File: config.mk
export PLATFORM = sky130hd
export DESIGN_NAME = sst_lfsr
export DESIGN_NICKNAME = d
export VERILOG_FILES = /design/src/rtl/sand_slab_transport_step_macros.svh /design/src/rtl/sst_pkg.sv /design/src/rtl/sst_lfsr.sv
export SDC_FILE = /design/constraint.sdc
export NUM_CORES = 1
export LEC_CHECK = 0
export ABC_AREA = 1
export BUFFER_PORTS_ARGS = -buffer_cell sky130_fd_sc_hd__buf_4
export CAP_MARGIN = 40
export CORE_MARGIN = 1.5
export CORE_UTILIZATION = 46
export CTS_CLUSTER_SIZE = 20
export DETAILED_ROUTE_END_ITERATION = 10
export PLACE_DENSITY = 0.77
export RECOVER_POWER = 100
export SETUP_SLACK_MARGIN = 0.02
export SLEW_MARGIN = 25
export SYNTH_ARGS = -nofsm -noshare
export SYNTH_HDL_FRONTEND = slang
export SYNTH_SLANG_ARGS = --single-unit
File: constraint.sdc
create_clock -name clk -period 1.22 [get_ports clk]
set_input_delay 0.061 -clock clk [delete_from_list [all_inputs] [get_ports clk]]
set_output_delay 0.061 -clock clk [all_outputs]
set_load 0.05 [all_outputs]
File: src/rtl/sand_slab_transport_step_macros.svh
// ----------------------------------------------------------------------------
// Assertion macros for the sand slab transport step
// Shared overlapping-implication and next-cycle-implication property wrappers.
// ----------------------------------------------------------------------------
`ifndef SAND_SLAB_TRANSPORT_STEP_MACROS_SVH
`define SAND_SLAB_TRANSPORT_STEP_MACROS_SVH

`define SST_ASSERT_IMPL(label, ante, cons) \
  label: assert property (@(posedge clk) disable iff (rst) (ante) |-> (cons)) \
    else $error("sst assertion failed");

`define SST_ASSERT_NEXT(label, ante, cons) \
  label: assert property (@(posedge clk) disable iff (rst) (ante) |=> (cons)) \
    else $error("sst assertion failed");

`endif

File: src/rtl/sst_pkg.sv
// ----------------------------------------------------------------------------
// Sand slab transport package
// Codes, register indexes, sequencer states and neighbor offset tables.
// ----------------------------------------------------------------------------
`default_nettype none
package sst_pkg;

  typedef enum logic [1:0] {
    ACT_WRITE = 2'd0,
    ACT_READ  = 2'd1,
    ACT_MOVE  = 2'd2
  } action_t;

  typedef enum logic [2:0] {
    ST_OK        = 3'd0,
    ST_EMPTY     = 3'd1,
    ST_HOP_LIMIT = 3'd2,
    ST_SLIDE_LIM = 3'd3,
    ST_SATURATED = 3'd4
  } status_t;

  typedef enum logic [2:0] {
    CFG_SLAB_LAND  = 3'd0,
    CFG_FLOOR_LAND = 3'd1,
    CFG_HOP_LENGTH = 3'd2,
    CFG_REPOSE     = 3'd3,
    CFG_SEED       = 3'd4
  } cfg_index_t;

  typedef enum logic [3:0] {
    S_CLEAR, S_IDLE, S_WRITE, S_SRC_RD, S_SRC_CHK, S_NB_RD, S_NB_CHK, S_NB_WR,
    S_HOP, S_HOP_RD, S_HOP_CHK, S_SH_RD, S_SH_CHK, S_DEP, S_FIN_RD, S_DONE
  } state_t;

  localparam logic [15:0] SLAB_LAND_RESET  = 16'd39322;
  localparam logic [15:0] FLOOR_LAND_RESET = 16'd26214;
  localparam logic [4:0]  HOP_RESET        = 5'd5;
  localparam logic [3:0]  REPOSE_RESET     = 4'd2;
  localparam logic [15:0] SEED_RESET       = 16'd44257;
  localparam logic [15:0] LFSR_TAPS        = 16'hB400;
  localparam logic [7:0]  HEIGHT_MAX       = 8'd255;

  // Offset codes: 0 is minus one, 1 is none, 2 is plus one.
  localparam logic [1:0] NB_DX [8] = '{2'd0, 2'd2, 2'd1, 2'd1, 2'd0, 2'd2, 2'd0, 2'd2};
  localparam logic [1:0] NB_DY [8] = '{2'd1, 2'd1, 2'd0, 2'd2, 2'd0, 2'd0, 2'd2, 2'd2};

endpackage
`default_nettype wire

File: src/rtl/sst_lfsr.sv
// ----------------------------------------------------------------------------
// Sand slab transport random source
// 16-bit Galois LFSR with seed load; a zero seed or zero step result gives one.
// ----------------------------------------------------------------------------
`default_nettype none
module sst_lfsr (
  input  wire logic        clk,
  input  wire logic        rst,
  input  wire logic        load,
  input  wire logic [15:0] seed,
  input  wire logic        step,
  output logic      [15:0] value
);
  import sst_pkg::*;

  logic [15:0] value_next;
  logic [15:0] shifted;

  always_comb begin
    shifted = {1'b0, value[15:1]} ^ (value[0] ? LFSR_TAPS : 16'd0);
    value_next = value;
    if (load) begin
      value_next = (seed == 16'd0) ? 16'd1 : seed;
    end else if (step) begin
      value_next = (shifted == 16'd0) ? 16'd1 : shifted;
    end
  end

  always_ff @(posedge clk) begin
    if (rst) begin
      value <= SEED_RESET;
    end else begin
      value <= value_next;
    end
  end
endmodule
`default_nettype wire

==> results of run 1 <==
-- cell type report --
class / count / area (um2)
fillers: 196 / 570.5
inverters: 13 / 48.80
multi-input cells: 106 / 481.7
well taps: 25 / 31.28
repair buffers: 41 / 271.5
clock buffers: 4 / 36.28
flip-flops and latches: 16 / 324.1
-- what timing repair did --
action                    in CTS  in global routing
setup buffers                  0                  0
gates resized for setup        0                  0
hold buffers                   3                  0
hold endpoints to repair       2                  0
-- cells in the mapped netlist --
cell,instances
nor2_1,18
nor2_2,1
inv_2,5
buf_4,3
buf_2,2
a31oi_1,1
a21oi_1,16
o21ai_1,2
nand3_1,9
o211ai_1,3
nand2_1,41
inv_1,8
dfxtp_1,16
o21ai_0,9
nand2_2,4
a311oi_1,1
nor2_4,1
-- worst register-to-register path: cells and delay by family (launching register included) --
| kind | cells | cell delay [ps] |
|---|---|---|
| buffers and inverters | 1 | 90 |
| DFF | 1 | 410 |
| and+or+nand+nor | 6 | 460 |
-- worst paths after layout --
| path | from | to | slack, ps | depth (start not counted) |
|---|---|---|---|---|
| setup reg to reg | value[0]$_SDFFE_PP1P_ | value[11]$_SDFFE_PP1P_ | 160 | 7 |
| setup / recovery | value[0]$_SDFFE_PP1P_ | value[0] | 150 | 1 |
| hold reg to reg | value[3]$_SDFFE_PP0P_ | value[2]$_SDFFE_PP0P_ | 510 | 2 |
| hold / removal | seed[2] | value[2]$_SDFFE_PP0P_ | 50 | 3 |
-- routing by layer --
layer | vias up | wire (um) | GRT usage
met2 | 46 | 1151 | 0.3726
met5 | - | 0 | 0
met3 | 8 | 182 | 0.05385
met1 | 457 | 1096 | 0.3529
met4 | 0 | 63 | 0.1556
li1 | 532 | - | -
-- power by group --
part / internal (mW) / switching (mW)
clock: 0.182 / 0.171
sequential: 0.569 / 0.0438
combinational: 0.139 / 0.307
total: 0.890 / 0.522
-- cells by family (layout without fill, tap and decap cells) --
| logic type | after synthesis | after routing | share of synthesized area |
|---|---|---|---|
| AO/OA/AOI/OAI | 32 | 32 | 0.1955 |
| buffers and inverters | 18 | 58 | 0.09207 |
| AND/OR/NAND/NOR | 74 | 74 | 0.3499 |
| flip-flops | 16 | 16 | 0.3626 |
-- per-stage QoR --
| stage | power (mW) | cells |
|---|---|---|
| CTS | 1.458 | 205 |
| floorplan | 0.9261 | 140 |
| global route | 1.498 | 205 |
| detailed placement | 1.093 | 198 |
| global placement | 1.086 | 198 |
| finish | 1.412 | 205 |
==> impl_metrics.yaml, run 1 <==
route:
  viasPerCell: 5.088
  drc_errors: 0
  ant_nets: 0
  drt_iter0_markers: 24
  first_pass_iters: 5
  routed_wl_mm: 2.494
  post_drt_wl_per_cell_um: 12.17
  num_vias: 1043
cts:
  numCtsBuffers: 3
  root_buffer: "clkbuf_4"
  htreeDepth: 1
  numClockSinks: 16
  tritoncts: "built"
  clock_path_buffers: 2
  clk_latency_ps: 290
  clk_pin_slew_worst_paths_ps: 90
timing:
  hold_slack_ps: 46.25
  slew_viol_final: 0
  fin_skew_ps: 1.789
  final.setup.tns_ps: 0
  tightest_slew_ps: 282.2
  setup_viol: 0
  min_period_over_period: 0.8785
  max_freq_mhz: 933.0
  rsz0062_at_grt: "false"
  fin_ws_ps: 148.2
  timing.final.crit_period_ps: 1072
  hold_viol_final: 0
  relSlewSlack: 0.8126
global_routing:
  grt_overflow: 0
  grt_antenna_before_repair: 0
  grt_first_pass_wirelength_mm: 3.939
  grt_max_degree: 20
  grt_use_total: 0.2583
  grt_pass1_vias: 889
final_layout:
  antenna_cells: 0
  finalNetCount: 201
  utilization: 0.6766
  largest-register: "value"
  area_delta_synth_final_pct: 35.13
  largestRegisters: "value (16)"
  largest_reg_flops: 16
  final_common_cell: "nand2_1"
  drive_gt1_frac: 0.3056
  layout_common_cells: "41 x nand2_1, 21 x buf_4, 18 x nor2_1, 16 x a21oi_1, 16 x clkbuf_2"
  finalInstanceArea_um2: 1194
worst_setup_path:
  critPathMaxStageDelay_ps: 410
  critPathTopFamily: "flip-flops"
  slowest_stage: "dfxtp_1"
  critPathCaptureType: "output pin"
  required_ps: 1160
  crit_buf_inv: 1
  cp.arrival_ps: 1010
  critPathKind: "reg2out"
  crit_fanout: 5
  crit_chain: "clkbuf_2"
  worstSetupStartpointType: "register"
logic_synthesis:
  synth_cells: 140
  ys.warnings.count: 0
  synth_top_area_frac: 0.3626
  synth_cell_types: 17
  synth_seq_cells: 16
  syn-num-nets: 160
  avgSynthCellArea_um2: 6.310
  seq_area_frac_synth: 0.3626
  ys_top_cells_by_area: "dfxtp_1 36%, nand2_1 17%, a21oi_1 9.1%"
  yosysTopAreaCell: "dfxtp_1"
  syn-cell-area_um2: 883.3
placed_design:
  dp_hpwl_mm: 1.903
  gp_congestion: 0.9594
  place_area_um2: 1172
  dp_slack_ps: 231.0
  io_buffers: 35
power:
  ir_drop_mv: 0.9404
  p_leak_nw: 0.6025
  power.density_nw_per_um2: 1183
worst_hold_path:
  worstHoldPathType: "in2reg"
floorplanning:
  coreArea_um2: 1764
  num_rows: 15
  ioPinCount: 36
  die_w_um: 46.82
  die-height_um: 46.82
  die-area_um2: 2192
  start_util: 0.5007
job:
  max_cap_viol_count: 0
run_status:
  status: "finished, final reports clean"
Note: power is estimated with default switching activity, not from simulation.
==> run 2, diff against run 1 <==
CORE_ASPECT_RATIO = 1.4   (was unset)
==> impl_metrics.yaml, run 2 (same netlist as run 1, synthesis figures left out) <==
global_routing:
  grt_use_total: 0.2794
  grt_first_pass_wirelength_mm: 4.167
  grt_antenna_before_repair: 0
  grt_pass1_vias: 937
  grt_max_degree: 20
  grt_overflow: 0
cts:
  clock_path_buffers: 2
  clk_latency_ps: 290
  numClockSinks: 16
  htreeDepth: 1
  clk_pin_slew_worst_paths_ps: 100
  tritoncts: "built"
  postCtsSetupRepairBufs: 0
  numCtsBuffers: 3
  root_buffer: "clkbuf_4"
floorplanning:
  die_w_um: 40.04
  coreArea_um2: 1779
  die-height_um: 54.85
  num_rows: 18
  start_util: 0.4965
  ioPinCount: 36
  die-area_um2: 2196
route:
  num_vias: 1086
  ant_nets: 0
  routed_wl_mm: 2.547
  first_pass_iters: 4
  drc_errors: 0
  drt_iter0_markers: 42
  post_drt_wl_per_cell_um: 12.67
  viasPerCell: 5.403
timing:
  min_period_over_period: 0.8963
  tightest_slew_ps: 290.8
  max_freq_mhz: 914.5
  rsz0062_at_grt: "false"
  hold_viol_final: 0
  fin_skew_ps: 3.802
  slew_viol_final: 0
  final.setup.tns_ps: 0
  setup_viol: 0
  relSlewSlack: 0.8054
  timing.final.crit_period_ps: 1094
final_layout:
  drive_gt1_frac: 0.3149
  largest-register: "value"
  area_delta_synth_final_pct: 35.41
  largestRegisters: "value (16)"
  post_layout_nonfiller_instances: 201
  antenna_cells: 0
  layout_common_cells: "41 x nand2_1, 22 x buf_4, 18 x nor2_1, 16 x a21oi_1, 16 x clkbuf_2"
  largest_reg_flops: 16
  finalNetCount: 202
  finalInstanceArea_um2: 1196
  final_common_cell: "nand2_1"
run_status:
  status: "finished, final reports clean"
placed_design:
  gp_congestion: 0.8065
  io_buffers: 35
  place_area_um2: 1174
  dp_hpwl_mm: 1.854
  dp_cells: 194
power:
  power_mw: 1.428
  power.density_nw_per_um2: 1194
  p_leak_nw: 0.6075
  ir_drop_mv: 0.7664
worst_setup_path:
  startpoint: "value[8]$_SDFFE_PP0P_"
  required_ps: 1160
  cp.arrival_ps: 1030
  critPathCaptureType: "output pin"
  worstSetupStartpointType: "register"
  critPathKind: "reg2out"
  reg2reg_from: "value[0]$_SDFFE_PP1P_"
  crit_fanout: 3
worst_hold_path:
  min-delay-start: "seed[8]"
  worstHoldPathType: "in2reg"
job:
  max_cap_viol_count: 0
==> run 2: cell types whose count changed in the layout (fill, tap and decap cells not counted) <==
cell     previous run  this run
buf_4              21        22
dfxtp_1            13        12
dfxtp_2             3         4
==> run 2: path summary, 6_finish.rpt <==
path | slack [ps] | to | cells after the start
worst max-delay path | 130 | value[8] | 2
worst min-delay path | 40 | value[8]$_SDFFE_PP0P_ | 3
worst max register to register | 210 | value[0]$_SDFFE_PP1P_ | 8
worst min register to register | 500 | value[2]$_SDFFE_PP0P_ | 2
==> run 2: repair_timing <==
| item | 4_1_cts | 5_1_grt |
|---|---|---|
| hold buffers | 3 | 0 |
| setup endpoints to repair | 0 | 0 |
| endpoints found under the hold margin | 2 | 0 |
| gates resized for setup | 0 | 0 |
==> run 2: power breakdown <==
group / leakage [nW] / total [mW] / internal, mW / switching [mW]
registers: 0.133 / 0.612 / 0.569 / 0.0425
logic: 0.453 / 0.453 / 0.142 / 0.310
clock network: 0.0210 / 0.363 / 0.182 / 0.181
==> run 2: worst max-delay path, cell delays in order (launching register included) <==
cell      delay [ps]
dfxtp_1          340
buf_4            130
clkbuf_2         270
==> run 2: per-layer routing <==
| metal | vias up | part of all wire | global-route usage |
|---|---|---|---|
| met4 | 0 | 0.031 | 0.1437 |
| met5 | - | 0 | 0 |
| met3 | 8 | 0.071 | 0.02439 |
| met2 | 44 | 0.50 | 0.4597 |
| met1 | 494 | 0.39 | 0.3500 |
| li1 | 540 | - | - |
==> run 2: area by class of cell <==
type / count / area [um2]
clock buffers: 4 / 36.28
fillers: 163 / 583.1
inverters: 13 / 48.80
multi-input cells: 106 / 481.7
flip-flops and latches: 16 / 325.3
well taps: 20 / 25.02
repair buffers: 42 / 279.0
==> run 2: per-stage QoR <==
step                      utilization  hold slack (ps)  setup WS [ps]
after detailed placement       0.6596            288.6          229.9
after global routing           0.6723            45.70          64.97
final                          0.6723            35.57          126.5
after global placement         0.6596            286.3          234.4
after CTS                      0.6969            26.56          185.8
after floorplan                     -            159.5          20.41
